<file path="config.mk">
export PLATFORM = sky130hd
export DESIGN_NAME = sorted_list_table_engine
export DESIGN_NICKNAME = d
export VERILOG_FILES = /design/src/rtl/slte_pkg.sv /design/src/rtl/slte_mem.sv /design/src/rtl/slte_ctrl.sv /design/src/rtl/sorted_list_table_engine.sv
export SDC_FILE = /design/constraint.sdc
export NUM_CORES = 1
export LEC_CHECK = 0
export ABC_CLOCK_PERIOD_IN_PS = 4500
export BUFFER_PORTS_ARGS = -buffer_cell sky130_fd_sc_hd__buf_4
export CAP_MARGIN = 40
export CELL_PAD_IN_SITES_DETAIL_PLACEMENT = 1
export CELL_PAD_IN_SITES_GLOBAL_PLACEMENT = 1
export CORE_MARGIN = 2
export CORE_UTILIZATION = 30
export DETAILED_ROUTE_END_ITERATION = 12
export PLACE_DENSITY = 0.53
export SLEW_MARGIN = 10
export SYNTH_ARGS = -nofsm -noshare
export SYNTH_HDL_FRONTEND = slang
export SYNTH_SLANG_ARGS = --single-unit
</file>
<file path="constraint.sdc">
create_clock -name clk -period 4.5 [get_ports clk]
set_input_delay 0.9 -clock clk [delete_from_list [all_inputs] [get_ports clk]]
set_output_delay 0.9 -clock clk [all_outputs]
set_load 0.02 [all_outputs]
</file>
<file path="src/rtl/slte_pkg.sv">
package slte_pkg;

	// default table depth
	localparam int unsigned DEPTH_DEF = 16;

	// request codes
	localparam logic [1:0] FN_INSERT  = 2'd0;
	localparam logic [1:0] FN_DEL_POS = 2'd1;
	localparam logic [1:0] FN_SEARCH  = 2'd2;
	localparam logic [1:0] FN_DEL_KEY = 2'd3;

	// result status codes
	localparam logic [2:0] ST_OK     = 3'd0;
	localparam logic [2:0] ST_BADPOS = 3'd1;
	localparam logic [2:0] ST_NOKEY  = 3'd2;
	localparam logic [2:0] ST_EMPTY  = 3'd3;
	localparam logic [2:0] ST_FULL   = 3'd4;

	// one result item, as handed from the sequencer to the output register
	typedef struct packed {
		logic [2:0] status;
		logic [3:0] found_position;
		logic [4:0] count;
	} res_t;

endpackage

</file>
<file path="src/rtl/slte_mem.sv">
module slte_mem #(
	parameter int unsigned DEPTH = slte_pkg::DEPTH_DEF,
	parameter int unsigned IW    = $clog2(DEPTH)
) (
	input  logic          clk,
	input  logic          we,
	input  logic [IW-1:0] waddr,
	input  logic [31:0]   wdata,
	input  logic [IW-1:0] raddr,
	output logic [31:0]   rdata
);

	logic [31:0] mem [DEPTH];

	// one write port, one read port, registered read data
	always_ff @(posedge clk) begin
		if (we) begin
			mem[waddr] <= wdata;
		end
		rdata <= mem[raddr];
	end

endmodule

</file>
<file path="src/rtl/slte_ctrl.sv">
module slte_ctrl #(
	parameter int unsigned DEPTH = slte_pkg::DEPTH_DEF,
	parameter int unsigned IW    = $clog2(DEPTH)
) (
	input  logic                clk,
	input  logic                arst_n,
	input  logic                start,
	input  logic [1:0]          func,
	input  logic [31:0]         value,
	input  logic [3:0]          position,
	output logic                idle,
	output logic                res_valid,
	input  logic                res_ack,
	output slte_pkg::res_t      res,
	output logic                mem_we,
	output logic [IW-1:0]       mem_waddr,
	output logic [31:0]         mem_wdata,
	output logic [IW-1:0]       mem_raddr,
	input  logic [31:0]         mem_rdata
);

	localparam int unsigned CW = $clog2(DEPTH + 1);
	localparam int unsigned EW = CW + 4;

	localparam logic [3:0] S_IDLE    = 4'd0;
	localparam logic [3:0] S_INS_RD  = 4'd1;
	localparam logic [3:0] S_INS_CMP = 4'd2;
	localparam logic [3:0] S_INS_PUT = 4'd3;
	localparam logic [3:0] S_SH_RD   = 4'd4;
	localparam logic [3:0] S_SH_WR   = 4'd5;
	localparam logic [3:0] S_KEY_RD  = 4'd6;
	localparam logic [3:0] S_KEY_CMP = 4'd7;
	localparam logic [3:0] S_DONE    = 4'd8;

	logic [3:0]    state_q;
	logic [CW-1:0] count_q;
	logic [IW-1:0] idx_q;
	logic [31:0]   val_q;
	logic          search_q;
	logic [2:0]    status_q;
	logic [3:0]    fpos_q;

	logic [EW-1:0] idx_ext;
	logic [EW-1:0] count_ext;
	logic [EW-1:0] pos_ext;
	logic          next_in_range;
	logic          rd_gt;
	logic          rd_eq;

	assign idx_ext       = {{(EW - IW){1'b0}}, idx_q};
	assign count_ext     = {4'b0, count_q};
	assign pos_ext       = {{CW{1'b0}}, position};
	assign next_in_range = (idx_ext + EW'(1)) < count_ext;
	assign rd_gt         = $signed(mem_rdata) > $signed(val_q);
	assign rd_eq         = mem_rdata == val_q;

	assign idle      = state_q == S_IDLE;
	assign res_valid = state_q == S_DONE;
	assign res       = '{status: status_q, found_position: fpos_q, count: count_ext[4:0]};

	// memory port
	always_comb begin
		mem_we    = 1'b0;
		mem_waddr = idx_q;
		mem_wdata = val_q;
		mem_raddr = idx_q;
		unique case (state_q)
			S_INS_RD: begin
				mem_raddr = idx_q - IW'(1);
			end
			S_INS_CMP: begin
				// larger entry moves up one slot, else the new value lands here
				mem_we    = 1'b1;
				mem_wdata = rd_gt ? mem_rdata : val_q;
			end
			S_INS_PUT: begin
				mem_we = 1'b1;
			end
			S_SH_RD: begin
				mem_raddr = idx_q + IW'(1);
			end
			S_SH_WR: begin
				mem_we    = 1'b1;
				mem_wdata = mem_rdata;
			end
			default: begin
			end
		endcase
	end

	always_ff @(posedge clk or negedge arst_n) begin
		if (!arst_n) begin
			state_q <= S_IDLE;
			count_q <= '0;
		end else begin
			unique case (state_q)
				S_IDLE: begin
					if (start) begin
						val_q    <= value;
						search_q <= func == slte_pkg::FN_SEARCH;
						fpos_q   <= '0;
						status_q <= slte_pkg::ST_OK;
						unique case (func)
							slte_pkg::FN_INSERT: begin
								if (count_q == CW'(DEPTH)) begin
									status_q <= slte_pkg::ST_FULL;
									state_q  <= S_DONE;
								end else begin
									idx_q   <= count_q[IW-1:0];
									state_q <= (count_q == '0) ? S_INS_PUT : S_INS_RD;
								end
							end
							slte_pkg::FN_DEL_POS: begin
								if (pos_ext >= count_ext) begin
									status_q <= slte_pkg::ST_BADPOS;
									state_q  <= S_DONE;
								end else begin
									idx_q   <= pos_ext[IW-1:0];
									state_q <= S_SH_RD;
								end
							end
							default: begin
								if (count_q == '0) begin
									status_q <= slte_pkg::ST_EMPTY;
									state_q  <= S_DONE;
								end else begin
									idx_q   <= '0;
									state_q <= S_KEY_RD;
								end
							end
						endcase
					end
				end
				S_INS_RD: begin
					state_q <= S_INS_CMP;
				end
				S_INS_CMP: begin
					if (rd_gt) begin
						idx_q   <= idx_q - IW'(1);
						state_q <= (idx_q == IW'(1)) ? S_INS_PUT : S_INS_RD;
					end else begin
						count_q <= count_q + CW'(1);
						state_q <= S_DONE;
					end
				end
				S_INS_PUT: begin
					count_q <= count_q + CW'(1);
					state_q <= S_DONE;
				end
				S_SH_RD: begin
					if (next_in_range) begin
						state_q <= S_SH_WR;
					end else begin
						count_q <= count_q - CW'(1);
						state_q <= S_DONE;
					end
				end
				S_SH_WR: begin
					idx_q   <= idx_q + IW'(1);
					state_q <= S_SH_RD;
				end
				S_KEY_RD: begin
					state_q <= S_KEY_CMP;
				end
				S_KEY_CMP: begin
					if (rd_eq) begin
						if (search_q) begin
							fpos_q  <= idx_ext[3:0];
							state_q <= S_DONE;
						end else begin
							state_q <= S_SH_RD;
						end
					end else if (next_in_range) begin
						idx_q   <= idx_q + IW'(1);
						state_q <= S_KEY_RD;
					end else begin
						status_q <= slte_pkg::ST_NOKEY;
						state_q  <= S_DONE;
					end
				end
				S_DONE: begin
					if (res_ack) begin
						state_q <= S_IDLE;
					end
				end
				default: begin
					state_q <= S_IDLE;
				end
			endcase
		end
	end

endmodule

</file>
<file path="src/rtl/sorted_list_table_engine.sv">
// channel | direction | handshake             | payload
// in      | input     | in_valid / in_ready   | func, value, position
// out     | output    | out_valid / out_ready | status, found_position, count
//
// work from one accept to the next while the output register is free:
//   insert moves larger entries up one slot, then places the value; full skips the table
//   delete by position moves the entries above it down one slot; bad position skips the table
//   search / delete by key scan in order, a delete then shifts down; empty skips the table
// reset clears the count only; table words are written before they are ever read
// a finished result sits in the output register, so the next item is taken while it waits
module sorted_list_table_engine #(
	parameter int unsigned DEPTH = slte_pkg::DEPTH_DEF
) (
	input  logic        clk,
	input  logic        arst_n,
	input  logic        in_valid,
	output logic        in_ready,
	input  logic [1:0]  func,
	input  logic [31:0] value,
	input  logic [3:0]  position,
	output logic        out_valid,
	input  logic        out_ready,
	output logic [2:0]  status,
	output logic [3:0]  found_position,
	output logic [4:0]  count
);

	localparam int unsigned IW = $clog2(DEPTH);

	logic           idle;
	logic           res_valid;
	logic           res_ack;
	slte_pkg::res_t res;
	logic           mem_we;
	logic [IW-1:0]  mem_waddr;
	logic [31:0]    mem_wdata;
	logic [IW-1:0]  mem_raddr;
	logic [31:0]    mem_rdata;

	logic           out_valid_q;
	slte_pkg::res_t out_q;

	// sequencer: works through the table in read-compare-write steps
	slte_ctrl #(
		.DEPTH(DEPTH),
		.IW   (IW)
	) u_ctrl (
		.clk      (clk),
		.arst_n   (arst_n),
		.start    (in_valid && in_ready),
		.func     (func),
		.value    (value),
		.position (position),
		.idle     (idle),
		.res_valid(res_valid),
		.res_ack  (res_ack),
		.res      (res),
		.mem_we   (mem_we),
		.mem_waddr(mem_waddr),
		.mem_wdata(mem_wdata),
		.mem_raddr(mem_raddr),
		.mem_rdata(mem_rdata)
	);

	// sorted entries
	slte_mem #(
		.DEPTH(DEPTH),
		.IW   (IW)
	) u_mem (
		.clk  (clk),
		.we   (mem_we),
		.waddr(mem_waddr),
		.wdata(mem_wdata),
		.raddr(mem_raddr),
		.rdata(mem_rdata)
	);

	assign in_ready = idle;

	// output register loads when empty or being drained
	assign res_ack = res_valid && (!out_valid_q || out_ready);

	always_ff @(posedge clk or negedge arst_n) begin
		if (!arst_n) begin
			out_valid_q <= 1'b0;
		end else begin
			if (res_ack) begin
				out_valid_q <= 1'b1;
			end else if (out_ready) begin
				out_valid_q <= 1'b0;
			end
		end
	end

	always_ff @(posedge clk) begin
		if (res_ack) begin
			out_q <= res;
		end
	end

	assign out_valid      = out_valid_q;
	assign status         = out_q.status;
	assign found_position = out_q.found_position;
	assign count          = out_q.count;

	// an accepted item keeps the sequencer busy in the cycle after the accept
	a_busy_after_accept: assert property (@(posedge clk) disable iff (!arst_n)
		in_valid && in_ready |=> !in_ready)
		else $error("input taken again right after an accept");

	// empty status only with an empty table
	a_empty_count: assert property (@(posedge clk) disable iff (!arst_n)
		out_valid && status == slte_pkg::ST_EMPTY |-> count == 5'd0)
		else $error("empty status with nonzero count");

	// a position is reported only on a successful search
	a_fpos_ok: assert property (@(posedge clk) disable iff (!arst_n)
		out_valid && found_position != 4'd0 |-> status == slte_pkg::ST_OK)
		else $error("found position on a failed request");

	// a result is handed over only when the output register can take it
	a_no_overwrite: assert property (@(posedge clk) disable iff (!arst_n)
		res_ack |-> !out_valid_q || out_ready)
		else $error("pending result overwritten");

endmodule

</file>
==> results of run 1 <==
-- per-layer routing --
layer	vias up	part of all wire, %	track usage, %
met1	6482	44	19.12
met5	-	0	0
li1	5221	-	-
met4	0	1.7	4.034
met3	70	3.0	2.079
met2	183	51	25.97
-- power breakdown --
part | total (mW) | switching [mW] | leakage, nW | internal (mW)
Clock | 5.26 | 2.22 | 1.02 | 3.04
Combinational | 6.97 | 3.78 | 3.18 | 3.19
Sequential | 7.56 | 0.300 | 5.52 | 7.26
Total | 19.8 | 6.29 | 9.72 | 13.5
-- state kept, by name, summed over array words and instances (netlist names) --
register / count
count: 5
u_ctrl.count_q: 5
u_mem.mem: 512
found_position: 4
status: 3
u_ctrl.val_q: 32
u_ctrl.mem_waddr: 4
u_ctrl.fpos_q: 4
out_valid: 1
u_ctrl.search_q: 1
u_mem.rdata: 32
u_ctrl.state_q: 4
u_ctrl.status_q: 3
-- metrics by stage --
step | setup slack [ns] | cells | power (mW) | hold WS [ns]
floorplan | 0.8104 | 1224 | 12.62 | 0.4003
global placement | 0.5761 | 2332 | 14.72 | 0.4042
detailed placement | 0.4928 | 2336 | 14.84 | 0.4071
CTS | 0.4935 | 2459 | 20.18 | 0.1054
global route | 0.3186 | 2459 | 20.89 | 0.1274
finish | 0.5792 | 2460 | 19.79 | 0.1374
-- final timing paths --
kind                                     from                 to  slack, ns
max                          u_ctrl.val_q[11]  u_mem.mem[14][12]       0.58
min                                    arst_n  u_ctrl.count_q[2]       0.14
max reg2reg                  u_ctrl.val_q[11]  u_mem.mem[14][12]       0.58
min reg2reg                u_ctrl.status_q[0]          status[0]       0.42
max in group asynchronous              arst_n  u_ctrl.state_q[1]       4.19
min in group clk           u_ctrl.status_q[0]          status[0]       0.42
-- cell type report --
| class | count | area, sq um | share of cell area, % |
|---|---|---|---|
| antenna | 1 | 2.502 | 0.008692 |
| clock buffer | 92 | 1873 | 6.506 |
| clock inverter | 31 | 227.7 | 0.7910 |
| inverter | 48 | 180.2 | 0.6258 |
| multi-input combinational | 517 | 6251 | 21.71 |
| sequential | 610 | 17950 | 62.34 |
| tap | 1060 | 1326 | 4.607 |
| timing repair buffer | 101 | 982.2 | 3.412 |
-- cell families after synthesis --
family / synth area share [%]
adders and majority gates: 2.538
muxes: 17.61
AOI/OAI and AO/OA: 2.021
buffers and inverters: 1.704
DFF: 73.40
and+or+nand+nor: 2.334
xor gates and xnor gates: 0.3889
-- cell usage in the layout (no fill, tap or decap), types with 3 or more instances in the layout --
cell,netlist,routed
xnor2_1,5,3
nor3_2,0,4
dfrtp_1,10,10
mux2_2,3,3
xor2_1,4,4
and3_1,5,4
nor4_1,3,3
mux2i_1,105,105
buf_4,6,83
nor2_1,35,23
nand4_1,7,7
clkinv_1,0,16
ha_1,48,48
a21oi_1,24,24
inv_1,47,47
clkbuf_1,13,17
and2_1,4,4
o21ai_0,12,12
a22oi_1,3,3
mux4_2,128,128
nand2b_1,6,6
dfxtp_1,32,32
clkbuf_8,0,6
a21o_1,4,4
nand3_1,8,8
a21boi_0,3,3
nor2_4,0,12
inv_6,0,3
clkbuf_16,0,69
edfxtp_1,568,568
nor3_1,11,7
nand2_1,25,25
buf_12,0,16
clkinv_2,0,5
mux2_1,30,30
nor2b_1,6,6
==> impl_metrics.env, run 1 <==
export IMPL_crit_cells=11
export IMPL_insertion_delay_ns=0.60
export IMPL_fmax_mhz=255.1
export IMPL_synth_top_area_share_pct=69.76
export IMPL_critPathTopFamily="compound AO/OA/AOI/OAI gates"
export IMPL_layout_nets=1436
export IMPL_stdcell_area_sq_mm=0.02879
export IMPL_path_cells="inv_1 > ha_1 > nand4_1 > or2_1 > a211o_1 > a31oi_1 > o31ai_2 > buf_4 > o22ai_4 > buf_12 > mux2_1"
export IMPL_crit_path_max_incr_delay_ns=0.56
export IMPL_synth_area_leaders="edfxtp_1 70%, mux4_2 12%, mux2i_1 4.3%"
export IMPL_grt_pass1_vias=13270
export IMPL_tritoncts="yes"
export IMPL_ctsHoldBuffers=0
export IMPL_ir_worst_vdd_mv=0.6309
export IMPL_path_buf_inv=3
export IMPL_gp_congestion=0.7270
export IMPL_dieHeight_microns=289.5
export IMPL_powerDensity_mw_per_mm2=687.4
export IMPL_cap_violations=0
export IMPL_postSynthAreaPerCell_sq_um=19.98
export IMPL_die_area_sq_mm=0.08380
export IMPL_antenna_left=0
export IMPL_wire_per_inst_microns=24.68
export IMPL_root_buffer="clkbuf_16"
export IMPL_syn_area_sq_mm=0.02445
export IMPL_setup_tns_ns=0
export IMPL_nFillCells=7823
export IMPL_cts_resized=0
export IMPL_yosysWarnings=0
export IMPL_ys_flop_type="edfxtp_1"
export IMPL_yosysTopAreaCell="edfxtp_1"
export IMPL_place_area_sq_mm=0.02669
export IMPL_clock_path_buffers=3
export IMPL_vias_per_cell=4.860
export IMPL_pin_count=56
export IMPL_vias=11960
export IMPL_hpwl_microns=34550
export IMPL_status="complete, no violations"
export IMPL_worst_setup_path_end_kind="register"
export IMPL_grtUsageTotal_pct=14.79
export IMPL_io_buffers=55
export IMPL_synth_edff_count=568
export IMPL_core_area_sq_mm=0.08055
export IMPL_postSynthNetCount=1315
export IMPL_ys_top_cells_by_count="568 x edfxtp_1, 128 x mux4_2, 105 x mux2i_1, 48 x ha_1, 47 x inv_1"
export IMPL_grt_overflow=0
export IMPL_rr_worst_depth=11
export IMPL_drt_iter0_markers=768
export IMPL_area_delta_synth_final_pct=17.75
export IMPL_setup_viol=0
export IMPL_crit_required_ns=4.75
export IMPL_grt_max_degree=94
export IMPL_cts_setup_buffers=0
export IMPL_yosys_register_bits=610
export IMPL_min_period_ns=3.921
export IMPL_drt_wl_total_microns=60720
export IMPL_critPathMaxFanout=17
export IMPL_power_leakage_nw=9.720
export IMPL_hp_class="input pin to async pin"
export IMPL_numCtsBuffers=67
export IMPL_utilization_pct=35.74
export IMPL_synth_most_common_cell="edfxtp_1"
export IMPL_antenna_found_initial=0
export IMPL_dieWidth_microns=289.5
export IMPL_critPathLaunchType="register"
export IMPL_grt_first_pass_wirelength_microns=89070
export IMPL_drc=0
export IMPL_netlist_instances=1224
export IMPL_seq_area_frac_synth_pct=73.40
export IMPL_drv_slew=0
export IMPL_timing_final_crit_share_pct=87.13
export IMPL_h_tree_depth=3
export IMPL_clkSlewWorstSetupHoldPaths_ns=0.06
export IMPL_layout_drive_gt1_share_pct=25.09
export IMPL_ys_types=57
export IMPL_worstMarginPinSlew_ns=0.8036
export IMPL_firstDrtPassIters=5
export IMPL_rows=104
export IMPL_relSlewSlack_pct=46.30
export IMPL_cts_sinks=610
export IMPL_cp_arrival_ns=4.17
export IMPL_postSynth_asyncResetShare_pct=1.639
export IMPL_rsz0062_at_grt="no"
export IMPL_skew_ns=0.02222
export IMPL_finalHoldViolCount=0
export IMPL_criticalPathCategory="register to register"
export IMPL_critPathSlowestCell="o22ai_4"
export IMPL_start_util_pct=30.35
Power figures use the tool's default switching activity.
==> inputs of run 2 (changes only) <==
ABC_AREA = 1   (was not set)
HOLD_SLACK_MARGIN = 0.05   (was not set)
PLACE_DENSITY = 0.56   (was 0.53)
==> run 2 against run 1 <==
  * Wire length is 26% higher
  * Area after synthesis grew 4.8%
  * Largest cell class unchanged
  * Utilization down 0.62 points
  * Largest power group is now combinational cells
  * Non-clock buffer count is 2 lower
  * Highest routed layer unchanged
  * Critical endpoint is now u_mem.mem[4][28]
==> impl_metrics.env, run 2 <==
export IMPL_root_buffer="clkbuf_16"
export IMPL_seqCellArea_sq_mm=0.01795
export IMPL_setup_tns_ns=0
export IMPL_powerDensity_mw_per_mm2=712.3
export IMPL_critPathTopFamily="simple AND/OR/NAND/NOR gates"
export IMPL_ys_top_cells_by_count="568 x edfxtp_1, 245 x o21ai_0, 221 x inv_1, 204 x nand3_1, 194 x nand2_1"
export IMPL_vias=16580
export IMPL_ys_flop_type="edfxtp_1"
export IMPL_ctsHoldBuffers=0
export IMPL_r2r_slack_ns=0.78
export IMPL_numCtsBuffers=68
export IMPL_regMostFlops="u_mem.mem"
export IMPL_synth_most_common_cell="edfxtp_1"
export IMPL_combinationalPowerShare_pct=39.1
export IMPL_seq_area_frac_synth_pct=70.03
export IMPL_nFillCells=9148
export IMPL_antenna_left=0
export IMPL_path_cells="inv_1 > ha_1 > nand2_1 > nor2_1 > nand4_1 > nor2_1 > nand2_1 > nand3_1 > nand3_1 > nand2_2 > buf_4 > nand3_1 > nand2_1"
export IMPL_largest_reg_flops=512
export IMPL_start_util_pct=30.20
export IMPL_layout_nets=2231
export IMPL_path_buf_inv=2
export IMPL_relSlewSlack_pct=30.18
export IMPL_cap_violations=0
export IMPL_pin_count=56
export IMPL_syn_area_sq_mm=0.02563
export IMPL_yosysWarnings=0
export IMPL_grt_overflow=0
export IMPL_fmax_mhz=268.6
export IMPL_mostFrequentLayoutCell="edfxtp_1"
export IMPL_ir_worst_vdd_mv=0.6302
export IMPL_crit_path_max_incr_delay_ns=0.51
export IMPL_postSynthNetCount=2177
export IMPL_wire_per_inst_microns=22.92
export IMPL_clockPowerShare_pct=25.7
export IMPL_switching_share_pct=39.41
export IMPL_stdcell_count=3340
export IMPL_timing_final_crit_share_pct=82.72
export IMPL_vias_per_cell=4.965
export IMPL_yosysTopAreaCell="edfxtp_1"
export IMPL_hpwl_microns=40530
export IMPL_critPathLaunchType="register"
export IMPL_tritoncts="yes"
export IMPL_postSynth_asyncResetShare_pct=1.639
export IMPL_synth_top_area_share_pct=66.55
export IMPL_critPathSlowestCell="buf_4"
export IMPL_rows=107
export IMPL_drt_wl_total_microns=76570
export IMPL_grt_pass1_vias=17420
export IMPL_min_period_ns=3.722
export IMPL_multi_input_area_sq_mm=0.006416
export IMPL_drc=0
export IMPL_grt_first_pass_wirelength_microns=113600
export IMPL_ys_types=44
export IMPL_synth_edff_count=568
export IMPL_criticalPathCategory="register to register"
export IMPL_worst_setup_path_end_kind="register"
export IMPL_dieWidth_microns=296.3
export IMPL_cts_resized=0
export IMPL_die_area_sq_mm=0.08778
export IMPL_core_area_sq_mm=0.08488
export IMPL_antenna_cells=0
export IMPL_p_sw_mw=8.368
export IMPL_reg_top3="u_mem.mem (512), u_ctrl.val_q (32), u_mem.rdata (32)"
export IMPL_setup_viol=0
export IMPL_finalHoldViolCount=0
export IMPL_drt_iter0_markers=1137
export IMPL_clock_path_buffers=3
export IMPL_utilization_pct=35.12
export IMPL_io_buffers=55
export IMPL_placed_cells=3214
export IMPL_netlist_instances=2086
export IMPL_rsz0062_at_grt="no"
export IMPL_gp_congestion=0.7767
export IMPL_hp_class="input pin to async pin"
export IMPL_p_int_mw=12.87
export IMPL_grtUsageTotal_pct=17.71
export IMPL_p_seq_share_pct=35.2
export IMPL_antenna_found_initial=0
export IMPL_layout_drive_gt1_share_pct=12.93
export IMPL_critPathMaxFanout=33
export IMPL_yosys_register_bits=610
export IMPL_h_tree_depth=3
export IMPL_cts_sinks=610
export IMPL_area_delta_synth_final_pct=16.32
export IMPL_grt_max_degree=223
export IMPL_cp_arrival_ns=4.06
export IMPL_layout_common_cells="568 x edfxtp_1, 245 x o21ai_0, 220 x inv_1"
export IMPL_insertion_delay_ns=0.61
export IMPL_cts_setup_buffers=0
export IMPL_clkSlewWorstSetupHoldPaths_ns=0.06
export IMPL_skew_ns=0.02581
export IMPL_power_leakage_nw=10.84
export IMPL_synth_area_leaders="edfxtp_1 67%, o21ai_0 4.8%, nand3_1 4.0%"
export IMPL_firstDrtPassIters=5
export IMPL_crit_required_ns=4.84
export IMPL_dieHeight_microns=296.3
export IMPL_worstMarginPinSlew_ns=1.047
export IMPL_drv_slew=0
export IMPL_postSynthAreaPerCell_sq_um=12.29
export IMPL_status="complete, no violations"
## run 2: final cells by class
class,instances,share of cell area (%)
flip-flops and latches,610,60.20
multi-input cells,1136,21.52
clock buffers,89,6.354
well taps,1144,4.801
repair buffers,99,3.215
inverters,225,2.850
clock inverters,37,1.053
## run 2: kinds of logic (layout without fill, tap and decap cells)
logic type | Yosys count | in the layout | synth area share [%]
xor gates and xnor gates | 9 | 9 | 0.3808
adders and majority gates | 49 | 49 | 2.421
DFF | 610 | 610 | 70.03
AOI/OAI and AO/OA | 502 | 502 | 11.21
and+or+nand+nor | 576 | 576 | 10.40
buffers and inverters | 340 | 450 | 5.560
## run 2: worst reg2reg max path, cell delays in order, from the launching register on
cell and delay (ns):
edfxtp_1 0.39, inv_1 0.06, ha_1 0.44, nand2_1 0.14, nor2_1 0.18, nand4_1 0.23, nor2_1 0.38, nand2_1 0.14
nand3_1 0.16, nand3_1 0.15, nand2_2 0.10, buf_4 0.51, nand3_1 0.17, nand2_1 0.43
## run 2: per-stage QoR
stage	hold WS (ns)	total power, mW	worst slack [ns]	cell area (sq um)
after floorplan	0.4003	13.17	0.7752	25630
after global placement	0.4103	15.62	0.8031	27520
after detailed placement	0.4147	15.97	0.7455	27600
after CTS	0.1047	21.50	0.7073	29810
after global routing	0.1105	22.70	0.5422	29810
final	0.1331	21.23	0.7775	29810
## run 2: metal layers
| metal | vias up | track usage [%] | wire length (microns) |
|---|---|---|---|
| met2 | 313 | 29.43 | 36550 |
| met5 | - | 0 | 0 |
| met3 | 113 | 2.638 | 2795 |
| met1 | 8550 | 24.26 | 35630 |
| met4 | 0 | 4.435 | 1602 |
| li1 | 7607 | - | - |
## run 2: worst paths after layout
kind / startpoint / endpoint / cells past startpoint
worst max-delay path: u_ctrl.val_q[31] / u_mem.mem[4][28] / 13
worst max register to register: u_ctrl.val_q[31] / u_mem.mem[4][28] / 13
worst min-delay path: arst_n / u_ctrl.count_q[2] / 1
min in group clk: u_ctrl.status_q[0] / status[0] / 0
max in group asynchronous: arst_n / u_ctrl.state_q[3] / 1
worst min register to register: u_ctrl.status_q[0] / status[0] / 0
## run 2: power groups by stage
stage	logic, mW	registers [mW]	clock network [mW]
2_1_floorplan	5.66	7.50	0
3_3_place_gp	8.05	7.57	0
3_5_place_dp	8.39	7.58	0
4_1_cts	8.44	7.47	5.59
5_1_grt	9.37	7.51	5.81
6_report	8.30	7.47	5.46
